### src/sensor_hub_spi_transfer_sequencer_assert.svh
// assertion macros for the transfer sequencer, evaluated on clk with rst_n low as disable
`ifndef SENSOR_HUB_SPI_TRANSFER_SEQUENCER_ASSERT_SVH
`define SENSOR_HUB_SPI_TRANSFER_SEQUENCER_ASSERT_SVH

// same-cycle implication
`define SHSTS_ASSERT_IMP(lbl, ante, cons, msg) \
  lbl: assert property (@(posedge clk) disable iff (!rst_n) (ante) |-> (cons)) \
    else $error(msg);

// next-cycle implication
`define SHSTS_ASSERT_NXT(lbl, ante, cons, msg) \
  lbl: assert property (@(posedge clk) disable iff (!rst_n) (ante) |=> (cons)) \
    else $error(msg);

`endif

### src/shsts_pkg.sv
`default_nettype none

package shsts_pkg;

  localparam int unsigned HEADER_LEN_DEF = 4;
  localparam int unsigned RX_MAX_DEF     = 512;
  localparam int unsigned TX_MAX_DEF     = 256;

  // top bit of the length header is a continuation flag
  localparam logic [15:0] HDR_CONT_BIT = 16'h8000;

  localparam logic [2:0] REQ_IRQ   = 3'd0;
  localparam logic [2:0] REQ_DONE  = 3'd1;
  localparam logic [2:0] REQ_WRITE = 3'd2;
  localparam logic [2:0] REQ_READ  = 3'd3;
  localparam logic [2:0] REQ_OPEN  = 3'd4;
  localparam logic [2:0] REQ_CLOSE = 3'd5;

  localparam logic [1:0] OP_NONE  = 2'd0;
  localparam logic [1:0] OP_WRITE = 2'd1;
  localparam logic [1:0] OP_HDR   = 2'd2;
  localparam logic [1:0] OP_BODY  = 2'd3;

  localparam logic [1:0] ST_NONE      = 2'd0;
  localparam logic [1:0] ST_OK        = 2'd1;
  localparam logic [1:0] ST_BAD_PARAM = 2'd2;
  localparam logic [1:0] ST_OPEN      = 2'd3;

  typedef struct packed {
    logic [2:0]  req_type;
    logic [31:0] time_us;
    logic [7:0]  hdr_lo;
    logic [7:0]  hdr_hi;
    logic [15:0] req_len;
  } req_t;

  typedef struct packed {
    logic        cs_n;
    logic        wake_n;
    logic        reset_n;
    logic [1:0]  start_op;
    logic [9:0]  xfer_len;
    logic [1:0]  status;
    logic [9:0]  count;
    logic [31:0] stamp_us;
    logic        boot_pending;
  } rsp_t;

endpackage

`default_nettype wire

### src/shsts_if.sv
`default_nettype none

interface shsts_req_if;
  logic        valid;
  logic        ready;
  logic [2:0]  req_type;
  logic [31:0] time_us;
  logic [7:0]  hdr_lo;
  logic [7:0]  hdr_hi;
  logic [15:0] req_len;

  modport source (output valid, req_type, time_us, hdr_lo, hdr_hi, req_len, input ready);
  modport sink (input valid, req_type, time_us, hdr_lo, hdr_hi, req_len, output ready);
endinterface

interface shsts_rsp_if;
  logic        valid;
  logic        ready;
  logic        cs_n;
  logic        wake_n;
  logic        reset_n;
  logic [1:0]  start_op;
  logic [9:0]  xfer_len;
  logic [1:0]  status;
  logic [9:0]  count;
  logic [31:0] stamp_us;
  logic        boot_pending;

  modport source (
    output valid, cs_n, wake_n, reset_n, start_op, xfer_len, status, count, stamp_us,
           boot_pending,
    input  ready
  );
  modport sink (
    input  valid, cs_n, wake_n, reset_n, start_op, xfer_len, status, count, stamp_us,
           boot_pending,
    output ready
  );
endinterface

`default_nettype wire

### src/shsts_engine.sv
`default_nettype none

module shsts_engine #(
  parameter int unsigned HEADER_LEN = shsts_pkg::HEADER_LEN_DEF,
  parameter int unsigned RX_MAX     = shsts_pkg::RX_MAX_DEF,
  parameter int unsigned TX_MAX     = shsts_pkg::TX_MAX_DEF
) (
  input  wire logic           clk,
  input  wire logic           rst_n,
  input  wire logic           step,
  input  wire shsts_pkg::req_t req,
  output shsts_pkg::rsp_t     rsp
);
  import shsts_pkg::*;

  localparam int unsigned RX_W = $clog2(RX_MAX + 1);
  localparam int unsigned TX_W = $clog2(TX_MAX + 1);

  typedef enum logic [2:0] {
    PH_CLOSED,
    PH_IDLE,
    PH_HDR,
    PH_BODY,
    PH_WRITE
  } phase_t;

  phase_t            phase_r, phase_nxt;
  logic [RX_W-1:0]   rx_pending_r, rx_pending_nxt;
  logic [TX_W-1:0]   tx_pending_r, tx_pending_nxt;
  logic              irq_pending_r, irq_pending_nxt;
  logic              reset_flag_r, reset_flag_nxt;
  logic              opened_r, opened_nxt;
  logic [31:0]       rx_stamp_r, rx_stamp_nxt;
  logic              cs_level_r, cs_level_nxt;
  logic              wake_level_r, wake_level_nxt;
  logic              rst_level_r, rst_level_nxt;

  logic [15:0]       hdr_raw;
  logic [14:0]       hdr_len;
  logic [RX_W-1:0]   pkt_len;
  logic              try_go;
  logic [1:0]        op_start;
  logic [9:0]        op_len;
  logic [1:0]        status;
  logic [9:0]        count;
  logic [31:0]       stamp;

  // masked and capped packet length from the header bytes
  always_comb begin
    hdr_raw = {req.hdr_hi, req.hdr_lo} & ~HDR_CONT_BIT;
    hdr_len = hdr_raw[14:0];
    if (hdr_len > 15'(RX_MAX)) begin
      pkt_len = RX_W'(RX_MAX);
    end else begin
      pkt_len = RX_W'(hdr_len);
    end
  end

  always_comb begin
    phase_nxt       = phase_r;
    rx_pending_nxt  = rx_pending_r;
    tx_pending_nxt  = tx_pending_r;
    irq_pending_nxt = irq_pending_r;
    reset_flag_nxt  = reset_flag_r;
    opened_nxt      = opened_r;
    rx_stamp_nxt    = rx_stamp_r;
    cs_level_nxt    = cs_level_r;
    wake_level_nxt  = wake_level_r;
    rst_level_nxt   = rst_level_r;
    try_go          = 1'b0;
    op_start        = OP_NONE;
    op_len          = '0;
    status          = ST_NONE;
    count           = '0;
    stamp           = '0;

    case (req.req_type)
      REQ_IRQ: begin
        if (phase_r != PH_CLOSED) begin
          rx_stamp_nxt    = req.time_us;
          reset_flag_nxt  = 1'b0;
          irq_pending_nxt = 1'b1;
          try_go          = 1'b1;
        end
      end
      REQ_DONE: begin
        if (opened_r) begin
          case (phase_r)
            PH_HDR: begin
              if (32'(pkt_len) > 32'(HEADER_LEN)) begin
                phase_nxt = PH_BODY;
                op_start  = OP_BODY;
                op_len    = 10'(32'(pkt_len) - 32'(HEADER_LEN));
              end else begin
                cs_level_nxt   = 1'b1;
                rx_pending_nxt = '0;
                phase_nxt      = PH_IDLE;
                try_go         = 1'b1;
              end
            end
            PH_BODY: begin
              cs_level_nxt   = 1'b1;
              rx_pending_nxt = pkt_len;
              phase_nxt      = PH_IDLE;
              try_go         = 1'b1;
            end
            PH_WRITE: begin
              cs_level_nxt = 1'b1;
              if (32'(tx_pending_r) < 32'(pkt_len)) begin
                rx_pending_nxt = RX_W'(tx_pending_r);
              end else begin
                rx_pending_nxt = pkt_len;
              end
              tx_pending_nxt = '0;
              phase_nxt      = PH_IDLE;
              try_go         = 1'b1;
            end
            default: begin
            end
          endcase
        end
      end
      REQ_WRITE: begin
        if (32'(req.req_len) > 32'(TX_MAX)) begin
          status = ST_BAD_PARAM;
        end else if (tx_pending_r == '0) begin
          tx_pending_nxt = TX_W'(req.req_len);
          status         = ST_OK;
          count          = 10'(req.req_len);
          wake_level_nxt = 1'b0;
        end
      end
      REQ_READ: begin
        if (rx_pending_r != '0) begin
          if (32'(req.req_len) >= 32'(rx_pending_r)) begin
            status = ST_OK;
            count  = 10'(rx_pending_r);
            stamp  = rx_stamp_r;
          end else begin
            status = ST_BAD_PARAM;
          end
          rx_pending_nxt = '0;
          try_go         = 1'b1;
        end
      end
      REQ_OPEN: begin
        if (opened_r) begin
          status = ST_OPEN;
        end else begin
          opened_nxt      = 1'b1;
          cs_level_nxt    = 1'b1;
          rx_pending_nxt  = '0;
          tx_pending_nxt  = '0;
          irq_pending_nxt = 1'b0;
          reset_flag_nxt  = 1'b1;
          phase_nxt       = PH_IDLE;
          wake_level_nxt  = 1'b1;
          rst_level_nxt   = 1'b1;
          status          = ST_OK;
        end
      end
      REQ_CLOSE: begin
        phase_nxt     = PH_CLOSED;
        rst_level_nxt = 1'b0;
        cs_level_nxt  = 1'b1;
        opened_nxt    = 1'b0;
      end
      default: begin
      end
    endcase

    // start the next transfer once idle, with no unread receive data and an interrupt waiting
    if (try_go && phase_nxt == PH_IDLE && rx_pending_nxt == '0 && irq_pending_nxt) begin
      irq_pending_nxt = 1'b0;
      cs_level_nxt    = 1'b0;
      if (tx_pending_nxt != '0) begin
        phase_nxt      = PH_WRITE;
        op_start       = OP_WRITE;
        op_len         = 10'(tx_pending_nxt);
        wake_level_nxt = 1'b1;
      end else begin
        phase_nxt = PH_HDR;
        op_start  = OP_HDR;
        op_len    = 10'(HEADER_LEN);
      end
    end
  end

  always_ff @(posedge clk) begin
    if (!rst_n) begin
      phase_r       <= PH_CLOSED;
      rx_pending_r  <= '0;
      tx_pending_r  <= '0;
      irq_pending_r <= 1'b0;
      reset_flag_r  <= 1'b0;
      opened_r      <= 1'b0;
      rx_stamp_r    <= '0;
      cs_level_r    <= 1'b1;
      wake_level_r  <= 1'b1;
      rst_level_r   <= 1'b0;
    end else if (step) begin
      phase_r       <= phase_nxt;
      rx_pending_r  <= rx_pending_nxt;
      tx_pending_r  <= tx_pending_nxt;
      irq_pending_r <= irq_pending_nxt;
      reset_flag_r  <= reset_flag_nxt;
      opened_r      <= opened_nxt;
      rx_stamp_r    <= rx_stamp_nxt;
      cs_level_r    <= cs_level_nxt;
      wake_level_r  <= wake_level_nxt;
      rst_level_r   <= rst_level_nxt;
    end
  end

  always_comb begin
    rsp.cs_n         = cs_level_nxt;
    rsp.wake_n       = wake_level_nxt;
    rsp.reset_n      = rst_level_nxt;
    rsp.start_op     = op_start;
    rsp.xfer_len     = op_len;
    rsp.status       = status;
    rsp.count        = count;
    rsp.stamp_us     = stamp;
    rsp.boot_pending = reset_flag_nxt;
  end

endmodule

`default_nettype wire

### src/sensor_hub_spi_transfer_sequencer.sv
// an accepted event waits in the input register until its result is registered at the output
// throughput: one event per cycle while the output is not stalled, set by the single-pass
// update between the input and result registers; while the result register is stalled the
// input register still takes one more event
// reset: synchronous active-low rst_n closes the link, clears both stages and pending
// lengths, and sets the chip select and wake levels high with the device reset level held low
`default_nettype none
`include "sensor_hub_spi_transfer_sequencer_assert.svh"

module sensor_hub_spi_transfer_sequencer #(
  parameter int unsigned HEADER_LEN = shsts_pkg::HEADER_LEN_DEF,
  parameter int unsigned RX_MAX     = shsts_pkg::RX_MAX_DEF,
  parameter int unsigned TX_MAX     = shsts_pkg::TX_MAX_DEF
) (
  input  wire logic    clk,
  input  wire logic    rst_n,
  shsts_req_if.sink    in_chan,
  shsts_rsp_if.source  out_chan
);
  import shsts_pkg::*;

  req_t  in_data_r;
  logic  in_vld_r;
  rsp_t  out_data_r;
  logic  out_vld_r;
  rsp_t  rsp;
  logic  adv;
  logic  in_take;

  assign adv     = in_vld_r && (!out_vld_r || out_chan.ready);
  assign in_take = in_chan.valid && in_chan.ready;
  assign in_chan.ready = !in_vld_r || adv;

  shsts_engine #(
    .HEADER_LEN (HEADER_LEN),
    .RX_MAX     (RX_MAX),
    .TX_MAX     (TX_MAX)
  ) u_engine (
    .clk   (clk),
    .rst_n (rst_n),
    .step  (adv),
    .req   (in_data_r),
    .rsp   (rsp)
  );

  always_ff @(posedge clk) begin
    if (!rst_n) begin
      in_vld_r  <= 1'b0;
      out_vld_r <= 1'b0;
    end else begin
      if (in_take) begin
        in_vld_r <= 1'b1;
      end else if (adv) begin
        in_vld_r <= 1'b0;
      end
      if (adv) begin
        out_vld_r <= 1'b1;
      end else if (out_chan.ready) begin
        out_vld_r <= 1'b0;
      end
    end
  end

  always_ff @(posedge clk) begin
    if (in_take) begin
      in_data_r.req_type <= in_chan.req_type;
      in_data_r.time_us  <= in_chan.time_us;
      in_data_r.hdr_lo   <= in_chan.hdr_lo;
      in_data_r.hdr_hi   <= in_chan.hdr_hi;
      in_data_r.req_len  <= in_chan.req_len;
    end
    if (adv) begin
      out_data_r <= rsp;
    end
  end

  assign out_chan.valid        = out_vld_r;
  assign out_chan.cs_n         = out_data_r.cs_n;
  assign out_chan.wake_n       = out_data_r.wake_n;
  assign out_chan.reset_n      = out_data_r.reset_n;
  assign out_chan.start_op     = out_data_r.start_op;
  assign out_chan.xfer_len     = out_data_r.xfer_len;
  assign out_chan.status       = out_data_r.status;
  assign out_chan.count        = out_data_r.count;
  assign out_chan.stamp_us     = out_data_r.stamp_us;
  assign out_chan.boot_pending = out_data_r.boot_pending;

  `SHSTS_ASSERT_NXT(a_adv_fills_out, adv, out_vld_r, "advanced transaction missing at output")
  `SHSTS_ASSERT_IMP(a_no_op_no_len, out_vld_r && out_data_r.start_op == OP_NONE,
    out_data_r.xfer_len == 10'd0, "length without transfer")
  `SHSTS_ASSERT_IMP(a_fail_no_count, out_vld_r && out_data_r.status != ST_OK,
    out_data_r.count == 10'd0 && out_data_r.stamp_us == 32'd0, "count or stamp without success")
  `SHSTS_ASSERT_IMP(a_op_needs_cs, out_vld_r && out_data_r.start_op != OP_NONE,
    !out_data_r.cs_n, "transfer started with chip select released")

endmodule

`default_nettype wire
### src/flat_wrapper.sv
// flat-port wrapper written by rule: the top's interface ports become plain ports
module sensor_hub_spi_transfer_sequencer_flat import shsts_pkg::*;
#(
  parameter int unsigned HEADER_LEN = shsts_pkg::HEADER_LEN_DEF,
  parameter int unsigned RX_MAX     = shsts_pkg::RX_MAX_DEF,
  parameter int unsigned TX_MAX     = shsts_pkg::TX_MAX_DEF
)
  (clk, rst_n, in_chan_valid, in_chan_req_type, in_chan_time_us, in_chan_hdr_lo, in_chan_hdr_hi, in_chan_req_len, in_chan_ready, out_chan_valid, out_chan_cs_n, out_chan_wake_n, out_chan_reset_n, out_chan_start_op, out_chan_xfer_len, out_chan_status, out_chan_count, out_chan_stamp_us, out_chan_boot_pending, out_chan_ready);
  shsts_req_if in_chan_i ();
  shsts_rsp_if out_chan_i ();
  input  wire logic clk;
  input  wire logic rst_n;
  input wire logic [$bits(in_chan_i.valid)-1:0] in_chan_valid;
  input wire logic [$bits(in_chan_i.req_type)-1:0] in_chan_req_type;
  input wire logic [$bits(in_chan_i.time_us)-1:0] in_chan_time_us;
  input wire logic [$bits(in_chan_i.hdr_lo)-1:0] in_chan_hdr_lo;
  input wire logic [$bits(in_chan_i.hdr_hi)-1:0] in_chan_hdr_hi;
  input wire logic [$bits(in_chan_i.req_len)-1:0] in_chan_req_len;
  output wire logic [$bits(in_chan_i.ready)-1:0] in_chan_ready;
  output wire logic [$bits(out_chan_i.valid)-1:0] out_chan_valid;
  output wire logic [$bits(out_chan_i.cs_n)-1:0] out_chan_cs_n;
  output wire logic [$bits(out_chan_i.wake_n)-1:0] out_chan_wake_n;
  output wire logic [$bits(out_chan_i.reset_n)-1:0] out_chan_reset_n;
  output wire logic [$bits(out_chan_i.start_op)-1:0] out_chan_start_op;
  output wire logic [$bits(out_chan_i.xfer_len)-1:0] out_chan_xfer_len;
  output wire logic [$bits(out_chan_i.status)-1:0] out_chan_status;
  output wire logic [$bits(out_chan_i.count)-1:0] out_chan_count;
  output wire logic [$bits(out_chan_i.stamp_us)-1:0] out_chan_stamp_us;
  output wire logic [$bits(out_chan_i.boot_pending)-1:0] out_chan_boot_pending;
  input wire logic [$bits(out_chan_i.ready)-1:0] out_chan_ready;
  assign in_chan_i.valid = in_chan_valid;
  assign in_chan_i.req_type = in_chan_req_type;
  assign in_chan_i.time_us = in_chan_time_us;
  assign in_chan_i.hdr_lo = in_chan_hdr_lo;
  assign in_chan_i.hdr_hi = in_chan_hdr_hi;
  assign in_chan_i.req_len = in_chan_req_len;
  assign in_chan_ready = in_chan_i.ready;
  assign out_chan_valid = out_chan_i.valid;
  assign out_chan_cs_n = out_chan_i.cs_n;
  assign out_chan_wake_n = out_chan_i.wake_n;
  assign out_chan_reset_n = out_chan_i.reset_n;
  assign out_chan_start_op = out_chan_i.start_op;
  assign out_chan_xfer_len = out_chan_i.xfer_len;
  assign out_chan_status = out_chan_i.status;
  assign out_chan_count = out_chan_i.count;
  assign out_chan_stamp_us = out_chan_i.stamp_us;
  assign out_chan_boot_pending = out_chan_i.boot_pending;
  assign out_chan_i.ready = out_chan_ready;
  sensor_hub_spi_transfer_sequencer #(.HEADER_LEN(HEADER_LEN), .RX_MAX(RX_MAX), .TX_MAX(TX_MAX)) u_core (.clk(clk), .rst_n(rst_n), .in_chan(in_chan_i), .out_chan(out_chan_i));
endmodule
### config.mk
export PLATFORM = sky130hd
export DESIGN_NAME = sensor_hub_spi_transfer_sequencer_flat
export DESIGN_NICKNAME = d
export VERILOG_FILES = /design/src/shsts_pkg.sv /design/src/shsts_if.sv /design/src/shsts_engine.sv /design/src/sensor_hub_spi_transfer_sequencer.sv /design/src/flat_wrapper.sv
export VERILOG_INCLUDE_DIRS = /design/src /design/src/src
export SDC_FILE = /design/constraint.sdc
export NUM_CORES = 1
export LEC_CHECK = 0
export BUFFER_PORTS_ARGS = -buffer_cell sky130_fd_sc_hd__buf_2
export CORE_ASPECT_RATIO = 0.8
export CORE_MARGIN = 2
export CORE_UTILIZATION = 55
export DETAILED_ROUTE_END_ITERATION = 8
export GPL_ROUTABILITY_DRIVEN = 0
export MAX_ROUTING_LAYER = met4
export PLACE_DENSITY_LB_ADDON = 0.05
export RECOVER_POWER = 100
export SLEW_MARGIN = 20
export SYNTH_ARGS = -nofsm -noshare
export SYNTH_HDL_FRONTEND = slang
export SYNTH_SLANG_ARGS = --single-unit
### constraint.sdc
create_clock -name clk -period 6.1 [get_ports clk]
set_input_delay 1.22 -clock clk [delete_from_list [all_inputs] [get_ports clk]]
set_output_delay 1.22 -clock clk [all_outputs]
set_load 0.02 [all_outputs]
==> results of run 1 <==
final timing paths:
check	start	to	slack, ps	depth (start not counted)
hold / removal	u_core.u_engine.rx_stamp_r[4]	u_core.u_engine.rx_stamp_r[4]	450	2
hold reg to reg	u_core.u_engine.rx_stamp_r[4]	u_core.u_engine.rx_stamp_r[4]	450	2
setup reg to reg	u_core.in_data_r[29]	u_core.out_chan.xfer_len[0]	260	14
setup / recovery	u_core.in_data_r[29]	u_core.out_chan.xfer_len[0]	260	14
synthesized netlist by cell type (6+ instances only):
| master | count | area share |
|---|---|---|
| edfxtp_1 | 126 | 0.46 |
| nand2_1 | 103 | 0.047 |
| a21oi_1 | 72 | 0.044 |
| dfxtp_1 | 62 | 0.15 |
| nor2_1 | 55 | 0.025 |
| clkbuf_1 | 42 | 0.019 |
| and3_1 | 37 | 0.028 |
| ha_1 | 20 | 0.030 |
| o21ai_0 | 20 | 0.012 |
| inv_1 | 18 | 0.0082 |
| nor3_1 | 15 | 0.0091 |
| a22oi_1 | 13 | 0.012 |
| nor4_1 | 12 | 0.0091 |
| nand3_1 | 11 | 0.0067 |
| a211oi_1 | 9 | 0.0082 |
| a32o_1 | 9 | 0.011 |
| o22ai_1 | 9 | 0.0068 |
| nand2b_1 | 8 | 0.0061 |
| a22o_1 | 6 | 0.0064 |
| a31oi_1 | 6 | 0.0046 |
stage by stage:
step	util	total power [mW]	hold slack, ps
after floorplan	-	1.56	432
after global placement	0.624	1.63	437
after detailed placement	0.624	1.64	445
after CTS	0.669	2.81	455
after global routing	0.660	2.88	483
final	0.660	2.79	452
cell families after synthesis:
logic type | count (synthesis)
AOI/OAI and AO/OA | 193
xor gates and xnor gates | 4
adders and majority gates | 20
buffers and inverters | 66
DFF | 188
and+or+nand+nor | 277
worst max-delay path, stage by stage, from the launching register on:
cell	delay, ps
edfxtp_1	540
nor4_1	650
a31oi_1	250
nor2_1	510
nand2_1	120
ha_1	310
a211oi_1	460
o211a_1	240
o21ai_0	150
a32o_1	300
a2111oi_4	430
nand4_1	130
or4_1	610
or4_4	680
o21ai_0	280
final cells by class:
type                       instances  area, um^2  area share
timing repair buffer             141         633      0.0664
tap                              184         230      0.0241
sequential                       188        5020       0.527
inverter                          19        71.3     0.00748
clock buffer                      17         425      0.0446
multi-input combinational        494        2930       0.307
clock inverter                    15         224      0.0235
where the power goes:
group | total, mW | internal [mW] | switching (mW)
combinational | 0.164 | 0.0546 | 0.109
clock | 1.19 | 0.667 | 0.519
sequential | 1.45 | 1.41 | 0.0380
total | 2.79 | 2.13 | 0.666
layer usage:
layer	vias up	wire [um]	share of wire	global-route usage
met5	-	0	0	-
met4	0	357	0.017	0.0813
met3	43	2090	0.10	0.0819
met2	317	9240	0.45	0.396
met1	3084	8830	0.43	0.367
li1	3017	-	-	-
flip-flops by register name, indices dropped and copies added, names as in the netlist, 3 cells and up:
name / count
u_core.u_engine.rx_pending_r: 10
u_core.out_chan.xfer_len: 10
u_core.u_engine.rx_stamp_r: 32
u_core.u_engine.phase_r: 3
u_core.out_chan.stamp_us: 32
u_core.u_engine.tx_pending_r: 9
u_core.out_chan.count: 10
u_core.in_data_r: 66
==> results_dict.tcl, run 1 <==
set metrics [dict create \
    ctsResizeCount 0 \
    dp.cells 1026 \
    io_pins 133 \
    layout_common_cells "126 x edfxtp_1, 103 x nand2_1, 72 x a21oi_1, 68 x clkbuf_1, 67 x buf_2" \
    core_area_mm2 0.0144 \
    die_h_um 113 \
    drc 0 \
    syn_nets 839 \
    timing.final.crit_share 0.957 \
    postCtsSetupBuffers 0 \
    wirelength_mm 20.5 \
    rsz0062_at_grt "false" \
    cp-start-kind "flop" \
    cp.arrival_ps 6080 \
    tightest_slew_ps 2700 \
    hold_class "flop to flop" \
    synth-simple-area-share 0.164 \
    num_rows 39 \
    cts_buffers 17 \
    clockRootBuffer "clkbuf_16" \
    via_count 6461 \
    grt_overflow 0 \
    required_ps 6340 \
    yosysWarnings 0 \
    clock.fmax_mhz 171 \
    ys_seq_area_frac 0.610 \
    period_minus_slack_ps 5840 \
    groute.usage.overall 0.270 \
    avgViaCountPerCell 6.11 \
    setup_ws_ps 265 \
    drive_gt1_frac 0.135 \
    vdd_ir_drop_max_mv 0.184 \
    synthAdderAreaFrac 0.0304 \
    pre_cts_slack_ps 491 \
    detail_route.wl_per_cell_um 19.4 \
    fillCellCount 1119 \
    power-per-cell-area_mw_per_mm2 293 \
    antenna_found_initial 0 \
    critPathMaxFanout 17 \
    path_class "flop to flop" \
    cts_tree "yes" \
    finalMaxSlewViolations 233 \
    syn_area_mm2 0.00823 \
    cts.sink_count 188 \
    port_buffers 131 \
    mostFrequentLayoutCell "edfxtp_1" \
    die_w_um 141 \
    h-tree-depth 4 \
    synth_compound_area_frac 0.158 \
    tns_ps 0 \
    dpl_cell_area_mm2 0.00901 \
    grt_pass1_vias 6182 \
    dp_hpwl_mm 13.7 \
    worstSetupEndpointType "flop" \
    insertion_delay_ps 440 \
    relSlewSlack -0.798 \
    clkTransAtPathRegs_ps 70 \
    setup_violations 0 \
    drv_cap 4 \
    clockBufferDepth 2 \
    detail-route-antenna-nets 0 \
    final_cell_area_mm2 0.00954 \
    ys_dominant_reg_cell "edfxtp_1" \
    finalHoldViolCount 0 \
    antenna-diode-count 0 \
    ys_ff_latch 188 \
    ys_async_sr_fraction 0 \
    final_nets 952 \
    run_status "finished with violations" \
    leakage_nw 3.49 \
    fin_skew_ps 10.2 \
    ys_types 66 \
    synth_edf_count 126 \
    area_growth_pct 15.9 \
    grt_pass1_wl_mm 32.4 \
    die_area_mm2 0.0160 \
    synth_top_family_by_area "simple AND/OR/NAND/NOR gates" \
    synth-xor-area-share 0.00426 \
    grt_max_degree 84 \
    netlist_instances 748 \
    instances_no_fill 1058 \
    start_util 0.570 \
    dr.pass1.iters 8 \
    violations "max-capacitance violations, max-slew violations" \
    synthMuxAreaShare 0 \
    holdBufCountCts 0 \
    drt_iter0_drc 825 \
    synth.avg_cell_area_um2 11.0 \
]
No activity file was read; power rests on OpenSTA's default activity.
==> run 2: changes to the inputs <==
--- a/config.mk
+++ b/config.mk
@@ -6,6 +6,7 @@
 export SDC_FILE = /design/constraint.sdc
 export NUM_CORES = 1
 export LEC_CHECK = 0
+export ABC_AREA = 1
 export BUFFER_PORTS_ARGS = -buffer_cell sky130_fd_sc_hd__buf_2
 export CORE_ASPECT_RATIO = 0.8
 export CORE_MARGIN = 2
@@ -15,6 +16,7 @@
 export MAX_ROUTING_LAYER = met4
 export PLACE_DENSITY_LB_ADDON = 0.05
 export RECOVER_POWER = 100
+export REMOVE_ABC_BUFFERS = 1
 export SLEW_MARGIN = 20
 export SYNTH_ARGS = -nofsm -noshare
 export SYNTH_HDL_FRONTEND = slang
==> run 2 against run 1 <==
  * The run still ends with max-capacitance violations, max-slew violations left
  * Area after synthesis up 1.2%
  * Final area is 0.87% higher
  * Worst hold slack better by 5.2 ps
  * Clock power shrank 8%
  * Worst setup slack gained 1100 ps
  * Total power is 0.86% lower
  * Fmax rose by 23%
  * Clock skew up 5.1 ps
  * Wire length decreased by 11%
  * Largest cell class unchanged
==> results_dict.tcl, run 2 <==
set metrics [dict create \
    pre_cts_slack_ps 2060 \
    via_count 6277 \
    antenna_found_initial 0 \
    synth.avg_cell_area_um2 9.54 \
    required_ps 6340 \
    final_nets 1095 \
    io_pins 133 \
    tns_ps 0 \
    synth_top_area_cell "edfxtp_1" \
    yosysWarnings 0 \
    start_util 0.558 \
    netlist_instances 873 \
    ys_seq_area_frac 0.603 \
    timing.hold.ws_ps 458 \
    detail-route-antenna-nets 0 \
    grt_max_degree 67 \
    h-tree-depth 4 \
    num_rows 40 \
    ys_types 39 \
    finalMaxSlewViolations 253 \
    rsz0062_at_grt "false" \
    cp-start-kind "flop" \
    dp_hpwl_mm 12.6 \
    p_total_mw 2.77 \
    drive_gt1_frac 0.122 \
    grt_overflow 0 \
    synth_edf_count 126 \
    layout_common_cells "147 x nand2_1, 142 x inv_1, 126 x edfxtp_1, 87 x nor2_1, 70 x clkbuf_1" \
    syn_area_mm2 0.00833 \
    ys_ff_latch 188 \
    r2r_cells 28 \
    hold_class "flop to flop" \
    wirelength_mm 18.2 \
    largest_register "u_core.in_data_r" \
    insertion_delay_ps 440 \
    ys_dominant_reg_cell "edfxtp_1" \
    drt_iter0_drc 429 \
    leakage_nw 3.96 \
    groute.usage.overall 0.237 \
    drv_cap 5 \
    grt_pass1_vias 5686 \
    timing.final.crit_share 0.780 \
    detail_route.wl_per_cell_um 15.1 \
    utilization 0.645 \
    crit_top_cell "nand2_1" \
    run_status "finished with violations" \
    violations "max-capacitance violations, max-slew violations" \
    clockBufferDepth 2 \
    cts_buffers 17 \
    die_area_mm2 0.0161 \
    yosysMostFrequentCell "nand2_1" \
    power-per-cell-area_mw_per_mm2 288 \
    ctsResizeCount 0 \
    path_class "flop to flop" \
    dr.pass1.iters 7 \
    holdBufCountCts 0 \
    cpPeakStageDelay_ps 380 \
    die_h_um 114 \
    grt_pass1_wl_mm 28.4 \
    vdd_ir_drop_max_mv 0.184 \
    setup_ws_ps 1340 \
    postCtsSetupBuffers 0 \
    clockRootBuffer "clkbuf_16" \
    antenna-diode-count 0 \
    ys_top_cells_by_area "edfxtp_1 45%, dfxtp_1 15%, nand2_1 6.5%" \
    synth.top_cell.area_share 0.454 \
    largest_register_ffs 66 \
    period_minus_slack_ps 4760 \
    fin_skew_ps 15.2 \
    cts_tree "yes" \
    avgViaCountPerCell 5.20 \
    drc 0 \
    min_path_cells 2 \
    clock.fmax_mhz 210 \
    area_growth_pct 15.5 \
    port_buffers 131 \
    worstSetupEndpointType "flop" \
    die_w_um 142 \
    crit_slowest_cell "edfxtp_1" \
    synth_common_cells "144 x nand2_1, 142 x inv_1, 126 x edfxtp_1" \
    cts.sink_count 188 \
    setup_violations 0 \
    critPathMaxFanout 11 \
    clkTransAtPathRegs_ps 80 \
    relSlewSlack -1.48 \
    cp.arrival_ps 5000 \
    tightest_slew_ps 3710 \
    core_area_mm2 0.0149 \
    ys_async_sr_fraction 0 \
    finalHoldViolCount 0 \
    mostFrequentLayoutCell "nand2_1" \
]
==> run 2: cell types whose count changed after synthesis, moves of 13 or more <==
cell / previous run / this run
inv_1: 18 / 142
clkbuf_1: 42 / 22
nor2_1: 55 / 85
and3_1: 37 / 0
a22oi_1: 13 / 0
nand3_1: 11 / 33
o21ai_0: 20 / 57
nand2_1: 103 / 144
o22ai_1: 9 / 22
==> run 2: metal layers <==
metal | share of wire | global-route usage
met1 | 0.47 | 0.327
met2 | 0.44 | 0.348
met3 | 0.078 | 0.0661
met4 | 0.0098 | 0.0627
met5 | 0 | -
==> run 2: report_power, final <==
part           switching, mW  leakage (nW)  internal (mW)
combinational          0.160          1.94         0.0705
sequential            0.0241          1.72           1.42
clock                  0.534         0.294          0.565
total                  0.718          3.96           2.05
==> run 2: final cells by class <==
class / count / area, um^2
inverters: 152 / 577
fillers: 1286 / 5300
multi-input cells: 507 / 2580
clock buffers: 18 / 439
flip-flops and latches: 188 / 5020
well taps: 189 / 236
repair buffers: 138 / 603
clock inverters: 14 / 158
==> run 2: path summary, 6_finish.rpt <==
kind | to | startpoint | slack (ps)
setup / recovery | u_core.out_chan.xfer_len[1] | u_core.in_data_r[19] | 1340
hold / removal | u_core.u_engine.rx_stamp_r[18] | u_core.u_engine.rx_stamp_r[18] | 460
setup reg to reg | u_core.out_chan.xfer_len[1] | u_core.in_data_r[19] | 1340
hold reg to reg | u_core.u_engine.rx_stamp_r[18] | u_core.u_engine.rx_stamp_r[18] | 460
==> run 2: cells by family after synthesis <==
| kind of cell | after synthesis | share of synthesized area |
|---|---|---|
| AO/OA/AOI/OAI | 177 | 0.116 |
| XOR/XNOR | 4 | 0.00421 |
| adder cells (fa/ha/maj) | 20 | 0.0301 |
| buffers and inverters | 178 | 0.0823 |
| flip-flops | 188 | 0.603 |
| AND/OR/NAND/NOR | 306 | 0.163 |
==> run 2: critical path, delay by kind of cell (launching register included) <==
kind                       cells  cell delay [ps]
AOI/OAI and AO/OA              2              300
and+or+nand+nor               22             3010
buffers and inverters          3              550
adders and majority gates      1              310
DFF                            1              380
==> run 2: metrics by stage <==
step | instance area (um^2) | cells
3_5_place_dp | 9160 | 1174
2_1_floorplan | 8220 | 847
4_1_cts | 9760 | 1206
6_report | 9620 | 1206
5_1_grt | 9620 | 1206
3_3_place_gp | 9160 | 1174
==> run 3: changes to the inputs <==
--- a/config.mk
+++ b/config.mk
@@ -6,7 +6,7 @@
 export SDC_FILE = /design/constraint.sdc
 export NUM_CORES = 1
 export LEC_CHECK = 0
-export ABC_AREA = 1
+export ABC_AREA = 0
 export BUFFER_PORTS_ARGS = -buffer_cell sky130_fd_sc_hd__buf_2
 export CORE_ASPECT_RATIO = 0.8
 export CORE_MARGIN = 2
==> constraint.sdc (replaced) <==
create_clock -name clk -period 4.9 [get_ports clk]
set_input_delay 0.98 -clock clk [delete_from_list [all_inputs] [get_ports clk]]
set_output_delay 0.98 -clock clk [all_outputs]
set_load 0.02 [all_outputs]
==> run 3 against run 2 <==
  * The run still ends with max-capacitance violations, max-slew violations left
  * Cell count decreased by 11%
  * Final area up 0.10%
  * Total power grew 21%
  * Worst hold slack worse by 7.1 ps
  * Sequential share of layout area fell by 0.054 points
  * First-iteration DRC count rose by 69%
  * Non-clock buffer count is 19 higher
  * Combinational power down 5%
  * Sequential power rose by 24%
  * Register-to-register slack got worse by 1100 ps
==> results_dict.tcl, run 3 (synthesis gave the netlist of run 1 again) <==
set metrics [dict create \
    grt_pass1_vias 6391 \
    p_total_mw 3.35 \
    vdd_ir_drop_max_mv 0.216 \
    worstPathCellList "or3_1, or3_1, nor2_2, buf_4, nand2_1, ha_1, nand2_1, o211a_1, o21ai_0, buf_4, a21oi_1, a22oi_1, nand4_1, or4_4, or4_4, buf_12, o22ai_1" \
    worstPathBufferInverterCount 3 \
    cp_top_family "simple AND/OR/NAND/NOR gates" \
    hold_class "flop to flop" \
    area_growth_pct 17.0 \
    utilization 0.667 \
    regArea_mm2 0.00502 \
    groute.usage.overall 0.276 \
    h-tree-depth 4 \
    io_pins 133 \
    clockRootBuffer "clkbuf_16" \
    dpl_cell_area_mm2 0.00914 \
    setup_violations 0 \
    port_buffers 131 \
    drive_gt1_frac 0.150 \
    instances_no_fill 1075 \
    rsz0062_at_grt "false" \
    avgViaCountPerCell 6.20 \
    period_minus_slack_ps 4700 \
    grt_overflow 0 \
    worstSetupEndpointType "flop" \
    antenna_found_initial 0 \
    timing.hold.ws_ps 450 \
    clock.fmax_mhz 213 \
    mostFrequentLayoutCell "edfxtp_1" \
    cts_buffers 17 \
    run_status "finished with violations" \
    pre_cts_slack_ps 49.7 \
    holdBufCountCts 0 \
    via_count 6661 \
    largest_register_ffs 66 \
    relSlewSlack -0.384 \
    leakage_nw 3.53 \
    die_w_um 141 \
    path_class "flop to flop" \
    required_ps 5170 \
    tns_ps 0 \
    violations "max-capacitance violations, max-slew violations" \
    crit_slowest_cell "or4_4" \
    drc 0 \
    clkTransAtPathRegs_ps 70 \
    cp.arrival_ps 4970 \
    cts_tree "yes" \
    dr.pass1.iters 5 \
    dp.cells 1041 \
    core_area_mm2 0.0144 \
    drt_iter0_drc 723 \
    layout_common_cells "126 x edfxtp_1, 103 x nand2_1, 72 x a21oi_1, 72 x clkbuf_1, 66 x buf_2" \
    insertion_delay_ps 430 \
    start_util 0.570 \
    cts.sink_count 188 \
    wirelength_mm 21.0 \
    drv_cap 5 \
    cpPeakStageDelay_ps 570 \
    die_area_mm2 0.0160 \
    timing.final.crit_share 0.959 \
    num_rows 39 \
    final_cell_area_mm2 0.00963 \
    fin_skew_ps 10.5 \
    finalMaxSlewViolations 215 \
    antenna-diode-count 0 \
    fillCellCount 1132 \
    clockBufferDepth 2 \
    grt_max_degree 77 \
    tightest_slew_ps 2080 \
    dp_hpwl_mm 13.8 \
    grt_pass1_wl_mm 32.9 \
    detail_route.wl_per_cell_um 19.6 \
    multi_input_area_mm2 0.00296 \
    largest_register "u_core.in_data_r" \
    setup_ws_ps 201 \
    detail-route-antenna-nets 0 \
    die_h_um 113 \
    cp-start-kind "flop" \
    final_nets 969 \
    power-per-cell-area_mw_per_mm2 348 \
    finalHoldViolCount 0 \
    critPathMaxFanout 12 \
]
-- run 3: cell types whose count changed in the layout (fill, tap and decap cells not counted), moves of 12 or more --
cell | previous run | this run
o22ai_1 | 22 | 10
inv_1 | 142 | 18
nand2_1 | 147 | 103
o21ai_0 | 58 | 20
and3_1 | 0 | 37
buf_4 | 0 | 17
nand3_1 | 35 | 11
a22oi_1 | 0 | 13
nor2_1 | 87 | 54
-- run 3: final timing paths --
kind	depth (start not counted)	start	slack, ps	end
max	17	u_core.in_data_r[22]	200	u_core.out_chan.xfer_len[3]
min	2	u_core.u_engine.rx_stamp_r[6]	450	u_core.u_engine.rx_stamp_r[6]
max reg2reg	17	u_core.in_data_r[22]	200	u_core.out_chan.xfer_len[3]
min reg2reg	2	u_core.u_engine.rx_stamp_r[6]	450	u_core.u_engine.rx_stamp_r[6]
-- run 3: power by group --
| group | internal (mW) | switching [mW] | total (mW) | leakage, nW |
|---|---|---|---|---|
| Sequential | 1.75 | 0.0403 | 1.79 | 1.74 |
| Combinational | 0.0745 | 0.145 | 0.219 | 1.51 |
| Clock | 0.693 | 0.646 | 1.34 | 0.284 |
| Total | 2.52 | 0.831 | 3.35 | 3.53 |
-- run 3: final cells by class --
type | count | share of cell area
Multi-Input combinational cell | 495 | 0.307
Clock buffer | 18 | 0.0456
Clock inverter | 14 | 0.0157
Sequential cell | 188 | 0.522
Timing Repair Buffer | 157 | 0.0782
Tap cell | 184 | 0.0239
Inverter | 19 | 0.00754
-- run 3: worst reg2reg max path, cell delays in order, from the launching register on --
cell and delay (ps):
edfxtp_1 360, or3_1 440, or3_1 390, nor2_2 170, buf_4 160, nand2_1 80, ha_1 310, nand2_1 50
o211a_1 230, o21ai_0 120, buf_4 230, a21oi_1 150, a22oi_1 330, nand4_1 140, or4_4 570, or4_4 510
buf_12 170, o22ai_1 140
-- run 3: per-layer routing --
metal / vias up / share of wire / global-route usage
met4: 0 / 0.022 / 0.0893
met3: 51 / 0.092 / 0.0609
met5: - / 0 / -
met2: 361 / 0.46 / 0.418
met1: 3200 / 0.43 / 0.377
li1: 3049 / - / -
-- run 3: timing repair --
item                                    4_1_cts  5_1_grt
endpoints found under the setup margin        0       17
resized for setup                             0        3
setup buffers                                 0        1
